File: src/rtl/mi4_ram.sv
`timescale 1ns / 1ps
module mi4_ram #(
  parameter int WIDTH = 32,
  parameter int DEPTH = 16
) (
  input  logic                     clk,
  input  logic                     we,
  input  logic [$clog2(DEPTH)-1:0] waddr,
  input  logic [WIDTH-1:0]         wdata,
  input  logic [$clog2(DEPTH)-1:0] raddr,
  output logic [WIDTH-1:0]         rdata
);

  logic [WIDTH-1:0] mem [DEPTH];

  always_ff @(posedge clk) begin
    if (we) begin
      mem[waddr] <= wdata;
    end
    rdata <= mem[raddr];
  end

endmodule

File: config.mk
export PLATFORM = sky130hd
export DESIGN_NAME = mi4_ram
export DESIGN_NICKNAME = d
export VERILOG_FILES = /design/src/rtl/mi4_ram.sv
export SDC_FILE = /design/constraint.sdc
export NUM_CORES = 1
export LEC_CHECK = 0
export ABC_AREA = 1
export BUFFER_PORTS_ARGS = -buffer_cell sky130_fd_sc_hd__buf_2
export CAP_MARGIN = 40
export CORE_UTILIZATION = 33
export CTS_BUF_LIST = sky130_fd_sc_hd__clkbuf_4 sky130_fd_sc_hd__clkbuf_8 sky130_fd_sc_hd__clkbuf_16
export DETAILED_ROUTE_END_ITERATION = 8
export PLACE_DENSITY = 0.52
export RECOVER_POWER = 50
export SETUP_SLACK_MARGIN = 0.3
export SYNTH_ARGS = -nofsm -noshare
export SYNTH_HDL_FRONTEND = slang
export SYNTH_SLANG_ARGS = --single-unit
File: constraint.sdc
create_clock -name clk -period 2.8 [get_ports clk]
set_input_delay 0 -clock clk [delete_from_list [all_inputs] [get_ports clk]]
set_output_delay 0 -clock clk [all_outputs]
set_load 0.01 [all_outputs]
Word level (Yosys, flattened, before mapping)
Memories as Yosys holds them, arrays and structs flattened. A register that Yosys moved wholly into a read port is not among the register bits.
Cells that the tools add are included.

storage, ports and cells
  bits in registers = 0
  memory bits (writable) = 512
  bits of input ports = 42
  output and inout port bits = 32
  logic and storage cells = 3
  memories kept = 1

operators by class
  muxes and demuxes = 2

memory list
  name  words  bits a word  read ports  clocked after memory_dff  write ports  line  source
  mem   16     32           1           1                         1            14    logic [WIDTH-1:0] mem [DEPTH];

operator list
  cell     number
  $mux W1  2

Longest topological paths before layout
Gate-level depths: netlist of the first run.

  depth in word-level cells = 2
  depth in mapped cells = 10
  depth with buffers taken out = 7

Worst setup path before layout of the first run
OpenSTA, ideal clock, no wires.

  path kind = input-to-reg
  from = input waddr[2]
  to = memory mem[10][0] (enable)
  setup time = 0.421 ns
  data arrival time = 1.572 ns
  data required time = 2.379 ns
  setup slack = 0.807 ns
  stages = 2
  path buffers = 0
  path through = nand3b_1 nor2_1

RTL lines
  element          line  source
  start, declared  8     input logic [$clog2(DEPTH)-1:0] waddr,
  end, declared    14

Straight into the memory's write port.

Final worst setup path of the first run
  from = input waddr[2]
  to = memory mem[3][0] (enable)

Straight into the memory's write port.

==> results.sh, run 1 <==
export IMPL_synth_top_area_share_pct=67.6
export IMPL_cts_buffer_depth=3
export IMPL_synth_area_sq_um=22700
export IMPL_clk_insertion_delay_late_ns=0.62
export IMPL_clk_pin_slew_ns=0.06
export IMPL_power_density_nw_per_um2=676
export IMPL_met2_usage_pct=25.0
export IMPL_worstMarginPinSlew_ns=1.67
export IMPL_die_w_um=264
export IMPL_busiest_layer="met2"
export IMPL_die_height_um=264
export IMPL_ir_worst_vdd_uv=434
export IMPL_drt_iter0_drc=1284
export IMPL_start_kind="input pin"
export IMPL_yosysWarnings=0
export IMPL_grt_pass1_wl_mm=87.8
export IMPL_ant_nets=0
export IMPL_drt_total_wl_mm=57.1
export IMPL_dr_pass1_iters=5
export IMPL_crit_slowest_cell="nor2_1"
export IMPL_fin_tns_setup_ns=0
export IMPL_grt_use_total_pct=16.4
export IMPL_slew_headroom_pct=-11.7
export IMPL_hp_class="input pin to flop"
export IMPL_synthTopCellsByCount="nand2_1 (677), edfxtp_1 (512), inv_1 (388)"
export IMPL_power_frac_comb_pct=6.4
export IMPL_cts_tree="yes"
export IMPL_hold_viol=0
export IMPL_antenna_found_initial=1
export IMPL_yosys_area_top_type="edfxtp_1"
export IMPL_fillerInstances=6557
export IMPL_fin_crit_sh_pct=60.1
export IMPL_cts_setup_buffers=0
export IMPL_ys_dominant_reg_cell="edfxtp_1"
export IMPL_fmax_ghz=0.594
export IMPL_cts_resized=0
export IMPL_p_leak_nw=11.0
export IMPL_seq_area_frac_synth_pct=70.5
export IMPL_synth_edff_count=512
export IMPL_ys_ff_latch=544
export IMPL_crit_path_max_incr_delay_ns=1.27
export IMPL_setup_viol=0
export IMPL_rsz0062_at_grt="no"
export IMPL_finalClockSkew_ns=0.0188
export IMPL_p_int_mw=13.8
export IMPL_crit_chain="clkbuf_1 > nor2_1 > nand2_1 > nor2_1 > buf_12"
export IMPL_crit_fanout=20
export IMPL_fin_hold_ws_ns=0.0389
export IMPL_htree_levels=2
export IMPL_diodes=0
export IMPL_fin_nets=2262
export IMPL_crit_required_ns=3.10
export IMPL_core_sq_um=67600
export IMPL_synth_cell_types=15
export IMPL_drive_gt1_share_pct=8.51
export IMPL_syn_num_nets=2162
export IMPL_fin_area_sq_um=26200
export IMPL_num_rows=95
export IMPL_slew_violations=26
export IMPL_placed_cell_area_sq_um=24100
export IMPL_cts_buffers=58
export IMPL_yosysMostFrequentCell="nand2_1"
export IMPL_crit_type="input pin to flop"
export IMPL_async_reset_ff_share_pct=0
export IMPL_drcViolationCount=0
export IMPL_arrival_ns=1.98
export IMPL_io_pins=74
export IMPL_switchingPower_mw=3.98
export IMPL_status="finished, violations left"
export IMPL_grt_pass1_vias=14317
export IMPL_port_buffers=73
export IMPL_met1_usage_pct=23.8
export IMPL_avgViaCountPerCell=4.66
export IMPL_pwr_share_seq_pct=51.6
export IMPL_crit_top_cell="nor2_1"
export IMPL_grt_util_met3_pct=2.85
export IMPL_avgSynthCellArea_sq_um=10.7
export IMPL_clkSinkCount=544
export IMPL_routedWlPerCell_um=18.2
export IMPL_gp_congestion=0.754
export IMPL_pwr_share_clk_pct=42.0
export IMPL_vias=14649
export IMPL_synth_cells=2120
export IMPL_violations="capacitance limit, slew limit"
export IMPL_synth_area_leaders="edfxtp_1 (68%), nand2_1 (11%), nand3_1 (8.5%)"
export IMPL_dp_hpwl_mm=31.3
export IMPL_grt_max_degree=149
export IMPL_area_growth_pct=15.5
export IMPL_power_switching_share_pct=22.4
export IMPL_dieArea_sq_um=69900
export IMPL_power_mw=17.7
export IMPL_clockRootBuffer="clkbuf_16"
export IMPL_cap_violations=2
export IMPL_utilization_pct=38.8
export IMPL_gr_total_overflow=0
export IMPL_post_route_min_period_ns=1.68
export IMPL_initial_core_util_pct=33.6
export IMPL_endpoint_kind="flop"
## worst paths after layout
kind,start,end,slack [ns],depth (start not counted)
max,waddr[2],mem[3][0],1.12,5
min,raddr[1],rdata[8],0.04,6
max reg2reg,mem[8][8],rdata[8],1.70,6
min reg2reg,mem[10][21],rdata[21],0.67,6
## metal layers
| layer | part of all wire, % | vias to the layer above |
|---|---|---|
| met2 | 45 | 397 |
| met5 | 0 | - |
| met1 | 47 | 7127 |
| met4 | 2.2 | 0 |
| met3 | 6.2 | 80 |
| li1 | - | 7045 |
## state kept, by name, summed over array words and instances (netlist names)
register,count
mem,512
rdata,32
## stage by stage
| stage | instances | setup slack [ns] |
|---|---|---|
| after floorplan | 2120 | 0.807 |
| after global placement | 2996 | 0.901 |
| after detailed placement | 2999 | 0.802 |
| after CTS | 3142 | 1.45 |
| after global routing | 3142 | 1.01 |
| final | 3142 | 1.12 |
## worst max-delay path: cells and delay by family
family | cells | cell delay, ns
and+or+nand+nor | 3 | 1.54
buffers and inverters | 2 | 0.41
## repair_timing
| item | 4_1_cts | 5_1_grt |
|---|---|---|
| setup endpoints to repair | 0 | 0 |
| hold buffers | 34 | 0 |
| endpoints found under the hold margin | 525 | 0 |
## final cells by class
class | count | area (sq um) | share of cell area, %
Sequential cell | 544 | 16000 | 61.0
Multi-Input combinational cell | 1081 | 4630 | 17.6
Clock buffer | 87 | 1720 | 6.55
Inverter | 390 | 1470 | 5.62
Timing Repair Buffer | 145 | 1160 | 4.44
Tap cell | 873 | 1090 | 4.16
Clock inverter | 22 | 151 | 0.577
## placed cells by master (no fill, tap or decap), types with 2 or more instances in the layout
cell type	count
clkbuf_16	58
nand3b_1	2
clkbuf_1	34
clkbuf_4	21
buf_4	25
nor2_1	6
buf_2	36
nor2_4	11
buf_16	2
clkinvlp_4	3
nand2_1	677
inv_1	386
nand3_1	385
buf_12	13
dfxtp_1	32
clkinv_2	7
inv_2	2
clkbuf_8	9
dlygate4sd3_1	34
inv_6	2
edfxtp_1	512
clkinv_1	8
## power by group through the flow
stage                     Clock (mW)  Sequential [mW]  Combinational, mW
after floorplan                    0             9.35              0.621
after global placement             0             9.32               1.11
after detailed placement           0             9.33               1.13
after CTS                       7.61             9.16               1.17
after global routing            7.89             9.17               1.27
final                           7.45             9.16               1.14
## kinds of logic after synthesis
logic type | count (synthesis) | share of synthesized area, %
DFF | 544 | 70.5
and+or+nand+nor | 1081 | 20.0
buffers and inverters | 495 | 9.54
Note: power is estimated with default switching activity, not from simulation.
==> run 2, diff against run 1 <==
--- a/config.mk
+++ b/config.mk
@@ -11,7 +11,7 @@
 export CORE_UTILIZATION = 33
 export CTS_BUF_LIST = sky130_fd_sc_hd__clkbuf_4 sky130_fd_sc_hd__clkbuf_8 sky130_fd_sc_hd__clkbuf_16
 export DETAILED_ROUTE_END_ITERATION = 8
-export PLACE_DENSITY = 0.52
+export PLACE_DENSITY = 0.53
 export RECOVER_POWER = 50
 export SETUP_SLACK_MARGIN = 0.3
 export SYNTH_ARGS = -nofsm -noshare
==> constraint.sdc (replaced) <==
create_clock -name clk -period 1.4 [get_ports clk]
set_input_delay 0 -clock clk [delete_from_list [all_inputs] [get_ports clk]]
set_output_delay 0 -clock clk [all_outputs]
set_load 0.01 [all_outputs]
==> run 2 against run 1 <==
  * Critical path depth did not move
  * Clock power increased by 110%
  * Sequential cell count unchanged
  * The run now ends clean
  * Critical path type unchanged
  * First-iteration DRC count fell by 25%
  * Design area increased by 3.0%
  * Via count grew 0.70%
==> results.sh, run 2 (synthesis gave the netlist of run 1 again) <==
export IMPL_status="completed"
export IMPL_cts_buffer_depth=3
export IMPL_antenna_found_initial=0
export IMPL_cap_violations=0
export IMPL_die_w_um=264
export IMPL_crit_chain="clkbuf_1 > nor2_4 > nand2_1 > nor2_4 > clkbuf_2"
export IMPL_grt_pass1_vias=14580
export IMPL_slew_violations=0
export IMPL_setup_slack_ns=0.226
export IMPL_fin_nets=2294
export IMPL_post_route_min_period_ns=1.17
export IMPL_crit_path_start="waddr[2]"
export IMPL_avgViaCountPerCell=4.65
export IMPL_fin_area_sq_um=27000
export IMPL_ir_worst_vdd_uv=927
export IMPL_cts_buffers=58
export IMPL_arrival_ns=1.41
export IMPL_num_rows=95
export IMPL_crit_required_ns=1.64
export IMPL_dr_pass1_iters=5
export IMPL_power_density_nw_per_um2=1340
export IMPL_clockRootBuffer="clkbuf_16"
export IMPL_regArea_sq_um=16100
export IMPL_largest_register="mem"
export IMPL_drive_gt1_share_pct=11.1
export IMPL_setup_viol=0
export IMPL_fmax_ghz=0.852
export IMPL_fin_crit_sh_pct=83.9
export IMPL_finalClockSkew_ns=0.0122
export IMPL_crit_path_max_incr_delay_ns=0.70
export IMPL_drt_iter0_drc=959
export IMPL_drcViolationCount=0
export IMPL_hold_viol=0
export IMPL_endpoint_kind="flop"
export IMPL_routedWlPerCell_um=18.1
export IMPL_drt_total_wl_mm=57.4
export IMPL_reg2reg_from="mem[5][18]"
export IMPL_layout_common_cells="nand2_1 (676), edfxtp_1 (512), inv_1 (384), nand3_1 (384), clkbuf_16 (60)"
export IMPL_critPathBufInv=2
export IMPL_power_mw=36.1
export IMPL_rsz0062_at_grt="yes"
export IMPL_min_delay_start="raddr[0]"
export IMPL_cts_tree="yes"
export IMPL_multi_input_area_sq_um=4670
export IMPL_final_common_cell="nand2_1"
export IMPL_ant_nets=0
export IMPL_vias=14751
export IMPL_dp_slack_ns=0.142
export IMPL_p_leak_nw=11.3
export IMPL_port_buffers=73
export IMPL_crit_fanout=22
export IMPL_grt_pass1_wl_mm=88.2
export IMPL_clk_insertion_delay_late_ns=0.62
export IMPL_dp_hpwl_mm=32.8
export IMPL_diodes=0
export IMPL_grt_use_total_pct=16.5
export IMPL_cp_top_family="buffers and inverters"
export IMPL_utilization_pct=40.0
export IMPL_fin_tns_setup_ns=0
export IMPL_io_pins=74
export IMPL_gp_congestion=0.766
export IMPL_clk_pin_slew_ns=0.06
export IMPL_crit_top_cell="nor2_4"
export IMPL_slew_headroom_pct=39.2
export IMPL_fillerInstances=6439
export IMPL_area_growth_pct=18.9
export IMPL_cts_setup_buffers=0
export IMPL_largest_reg_flops=512
export IMPL_dpl_cell_count=3028
export IMPL_crit_slowest_cell="clkbuf_2"
export IMPL_reg_top3="mem (512), rdata (32)"
export IMPL_dieArea_sq_um=69900
export IMPL_crit_type="input pin to flop"
export IMPL_grt_max_degree=87
export IMPL_clkSinkCount=544
export IMPL_hp_class="input pin to flop"
export IMPL_fin_cells=3174
export IMPL_core_sq_um=67600
export IMPL_worstMarginPinSlew_ns=0.912
export IMPL_placed_cell_area_sq_um=24800
export IMPL_fin_hold_ws_ns=0.0242
export IMPL_htree_levels=2
export IMPL_die_height_um=264
export IMPL_start_kind="input pin"
export IMPL_gr_total_overflow=0
export IMPL_initial_core_util_pct=33.6
-- run 2: final timing paths --
check | end | slack (ns) | depth (start not counted)
setup / recovery | mem[0][30] | 0.23 | 5
hold / removal | rdata[4] | 0.02 | 7
setup reg to reg | rdata[18] | 0.37 | 6
hold reg to reg | rdata[4] | 0.65 | 6
-- run 2: tightest hold or removal path, stage by stage --
cell	delay (ns)
clkbuf_8	0.15
inv_8	0.09
nand2_1	0.07
nand3_1	0.06
nand3_1	0.10
nand3_1	0.08
nand2_1	0.06
-- run 2: what timing repair did --
item,CTS,global route
setup endpoints to repair,18,26
pin swaps,0,1
resized for setup,35,14
endpoints found under the hold margin,538,0
cloned,0,2
hold buffers,35,0
-- run 2: metal layers --
metal | part of all wire, % | GRT usage [%]
met5 | 0 | 0
met4 | 2.2 | 4.78
met3 | 3.5 | 2.09
met2 | 50 | 28.6
met1 | 45 | 21.4
-- run 2: area by class of cell --
class / instances / share of cell area (%)
sequential: 544 / 59.4
multi-input combinational: 1081 / 17.3
timing repair buffer: 177 / 6.70
clock buffer: 82 / 6.18
inverter: 390 / 5.48
tap: 873 / 4.04
clock inverter: 27 / 0.930
-- run 2: where the power goes --
group	internal, mW	switching, mW	total (mW)
Sequential	18.2	0.133	18.4
Combinational	0.845	1.60	2.44
Clock	8.90	6.40	15.3
==> run 3, diff against run 2 <==
--- a/config.mk
+++ b/config.mk
@@ -5,13 +5,13 @@
 export SDC_FILE = /design/constraint.sdc
 export NUM_CORES = 1
 export LEC_CHECK = 0
-export ABC_AREA = 1
+export ABC_AREA = 0
 export BUFFER_PORTS_ARGS = -buffer_cell sky130_fd_sc_hd__buf_2
 export CAP_MARGIN = 40
 export CORE_UTILIZATION = 33
 export CTS_BUF_LIST = sky130_fd_sc_hd__clkbuf_4 sky130_fd_sc_hd__clkbuf_8 sky130_fd_sc_hd__clkbuf_16
 export DETAILED_ROUTE_END_ITERATION = 8
-export PLACE_DENSITY = 0.53
+export PLACE_DENSITY = 0.54
 export RECOVER_POWER = 50
 export SETUP_SLACK_MARGIN = 0.3
 export SYNTH_ARGS = -nofsm -noshare
==> constraint.sdc (replaced) <==
create_clock -name clk -period 1 [get_ports clk]
set_input_delay 0 -clock clk [delete_from_list [all_inputs] [get_ports clk]]
set_output_delay 0 -clock clk [all_outputs]
set_load 0.01 [all_outputs]
==> run 3 against run 2 <==
  * The flow now finishes with violations (DRC, setup timing)
  * Via count fell by 29%
  * Die area fell by 13%
  * Non-clock buffer count rose by 158
  * Power rose by 41%
  * Critical path depth fell by 2
  * Design area rose by 2.9%
  * Sequential power rose by 40%
  * Largest cell class unchanged
==> results.sh, run 3 <==
export IMPL_status="finished, violations left"
export IMPL_violations="DRC, setup timing"
export IMPL_fin_area_sq_um=27800
export IMPL_grt_max_degree=28
export IMPL_drt_total_wl_mm=56.6
export IMPL_vias=10412
export IMPL_cts_tree="yes"
export IMPL_cts_buffer_depth=3
export IMPL_placed_cell_area_sq_um=22500
export IMPL_final_common_cell="edfxtp_1"
export IMPL_r2r_end="rdata[29]"
export IMPL_rsz0062_at_grt="yes"
export IMPL_ir_worst_vdd_uv=1580
export IMPL_htree_levels=2
export IMPL_slew_headroom_pct=51.7
export IMPL_dieArea_sq_um=61100
export IMPL_synth_cells=838
export IMPL_cap_violations=0
export IMPL_initial_core_util_pct=33.5
export IMPL_synth_top_area_share_pct=77.4
export IMPL_clk_insertion_delay_late_ns=0.63
export IMPL_core_sq_um=59200
export IMPL_port_buffers=73
export IMPL_largest_register="mem"
export IMPL_post_route_min_period_ns=1.33
export IMPL_ys_dominant_reg_cell="edfxtp_1"
export IMPL_grt_pass1_vias=10577
export IMPL_fin_tns_setup_ns=-26.96
export IMPL_crit_required_ns=1.48
export IMPL_synth_cell_types=18
export IMPL_synth_area_sq_um=19900
export IMPL_clkSinkCount=544
export IMPL_setup_viol=362
export IMPL_clk_pin_slew_ns=0.06
export IMPL_dp_hpwl_mm=26.9
export IMPL_setup_slack_ns=-0.325
export IMPL_yosys_area_top_type="edfxtp_1"
export IMPL_antenna_found_initial=3
export IMPL_synthTopCellsByCount="edfxtp_1 (512), mux4_2 (128), a22oi_1 (64)"
export IMPL_routedWlPerCell_um=28.1
export IMPL_seq_area_frac_synth_pct=80.7
export IMPL_p_leak_nw=9.29
export IMPL_min_delay_start="waddr[1]"
export IMPL_arrival_ns=1.81
export IMPL_drcViolationCount=10
export IMPL_hp_class="input pin to flop"
export IMPL_num_rows=89
export IMPL_synth_area_leaders="edfxtp_1 (77%), mux4_2 (15%), dfxtp_1 (3.2%)"
export IMPL_avgSynthCellArea_sq_um=23.7
export IMPL_drive_gt1_share_pct=49.8
export IMPL_crit_fanout=1
export IMPL_hold_depth=4
export IMPL_fin_nets=1231
export IMPL_power_density_nw_per_um2=1830
export IMPL_yosysWarnings=0
export IMPL_async_reset_ff_share_pct=0
export IMPL_die_height_um=247
export IMPL_worstMarginPinSlew_ns=0.725
export IMPL_hold_viol=0
export IMPL_endpoint_kind="flop"
export IMPL_yosysMostFrequentCell="edfxtp_1"
export IMPL_layout_common_cells="edfxtp_1 (512), mux4_2 (128), buf_12 (81), buf_6 (81), clkbuf_16 (72)"
export IMPL_ant_nets=0
export IMPL_synth_edff_count=512
export IMPL_dr_pass1_iters=7
export IMPL_avgViaCountPerCell=5.17
export IMPL_area_growth_pct=40.0
export IMPL_cts_buffers=57
export IMPL_slew_violations=0
export IMPL_reg2regPathDepth=3
export IMPL_grt_pass1_wl_mm=75.2
export IMPL_io_pins=74
export IMPL_gp_congestion=0.703
export IMPL_fmax_ghz=0.755
export IMPL_finalClockSkew_ns=0.0222
export IMPL_clockRootBuffer="clkbuf_16"
export IMPL_power_mw=50.8
export IMPL_reg2reg_from="mem[3][29]"
export IMPL_rrSetupSlack_ns=-0.33
export IMPL_fin_crit_sh_pct=133
export IMPL_die_w_um=247
export IMPL_crit_type="flop to flop"
export IMPL_min_to="mem[8][15]"
export IMPL_grt_use_total_pct=17.6
export IMPL_reg_top3="mem (512), rdata (32)"
export IMPL_largest_reg_flops=512
export IMPL_ys_ff_latch=544
export IMPL_start_kind="flop"
export IMPL_syn_num_nets=880
export IMPL_drt_iter0_drc=991
export IMPL_gr_total_overflow=0
## run 3: changes by cell type after synthesis, sizes merged, moves of 3 or more
cell / change
a22oi: +64
buf: -65
clkbuf: +3
inv: -390
mux4: +128
nand2: -644
nand3: -384
nor2: -4
nor3: +4
## run 3: cell type report
type,instances,area [sq um]
clock buffer,84,1720
clock inverter,24,224
antenna,2,5.00
tap,773,967
timing repair buffer,335,4770
fill,4846,31400
multi-input combinational,251,4070
sequential,544,16100
## run 3: cells by family after synthesis
group,Yosys count,share of synthesized area [%]
DFF,544,80.7
muxes,128,14.5
AOI/OAI and AO/OA,64,2.42
and+or+nand+nor,59,1.27
buffers and inverters,43,1.12
## run 3: how the worst max path moves through the flow
stage                    start         to  slack [ns]
floorplan             waddr[2]  mem[0][0]       -0.71
global placement      raddr[0]  rdata[28]       -0.57
detailed placement    raddr[0]  rdata[28]       -0.56
CTS                 mem[3][29]  rdata[29]       -0.32
global route        mem[2][19]  rdata[19]       -0.35
finish              mem[3][29]  rdata[29]       -0.33
## run 3: layer usage
| metal | GRT usage [%] | share of wire (%) | up-vias |
|---|---|---|---|
| met1 | 22.9 | 41 | 5646 |
| met5 | 0 | 0 | - |
| met3 | 3.20 | 6.0 | 91 |
| met2 | 29.2 | 50 | 349 |
| met4 | 6.60 | 3.0 | 0 |
| li1 | - | - | 4326 |
## run 3: what timing repair did
| item | CTS | global route |
|---|---|---|
| setup endpoints to repair | 355 | 576 |
| buffers inserted | 52 | 24 |
| hold endpoints to repair | 512 | 0 |
| cloned | 31 | 19 |
| resized for setup | 168 | 72 |
| pin swaps | 12 | 16 |
| hold buffers | 32 | 0 |
## run 3: critical path, stage by stage (launching register included)
cell and delay, ns:
edfxtp_1 0.37, mux4_2 0.48, a22oi_2 0.22, nand2_2 0.11
## run 3: report_power, final
group,switching [mW],total [mW],internal (mW)
registers,0.191,25.7,25.5
logic,1.74,3.61,1.87
clock network,8.79,21.5,12.7
## run 3: through the flow
step	hold slack (ns)	setup slack [ns]	utilization (%)	instances
after floorplan	0.0989	-0.709	-	838
after global placement	0.375	-0.569	38.1	1745
after detailed placement	0.388	-0.560	38.1	1745
after CTS	0.0315	-0.322	45.3	1968
after global routing	0.0630	-0.348	46.9	2013
final	0.0735	-0.325	46.9	2013
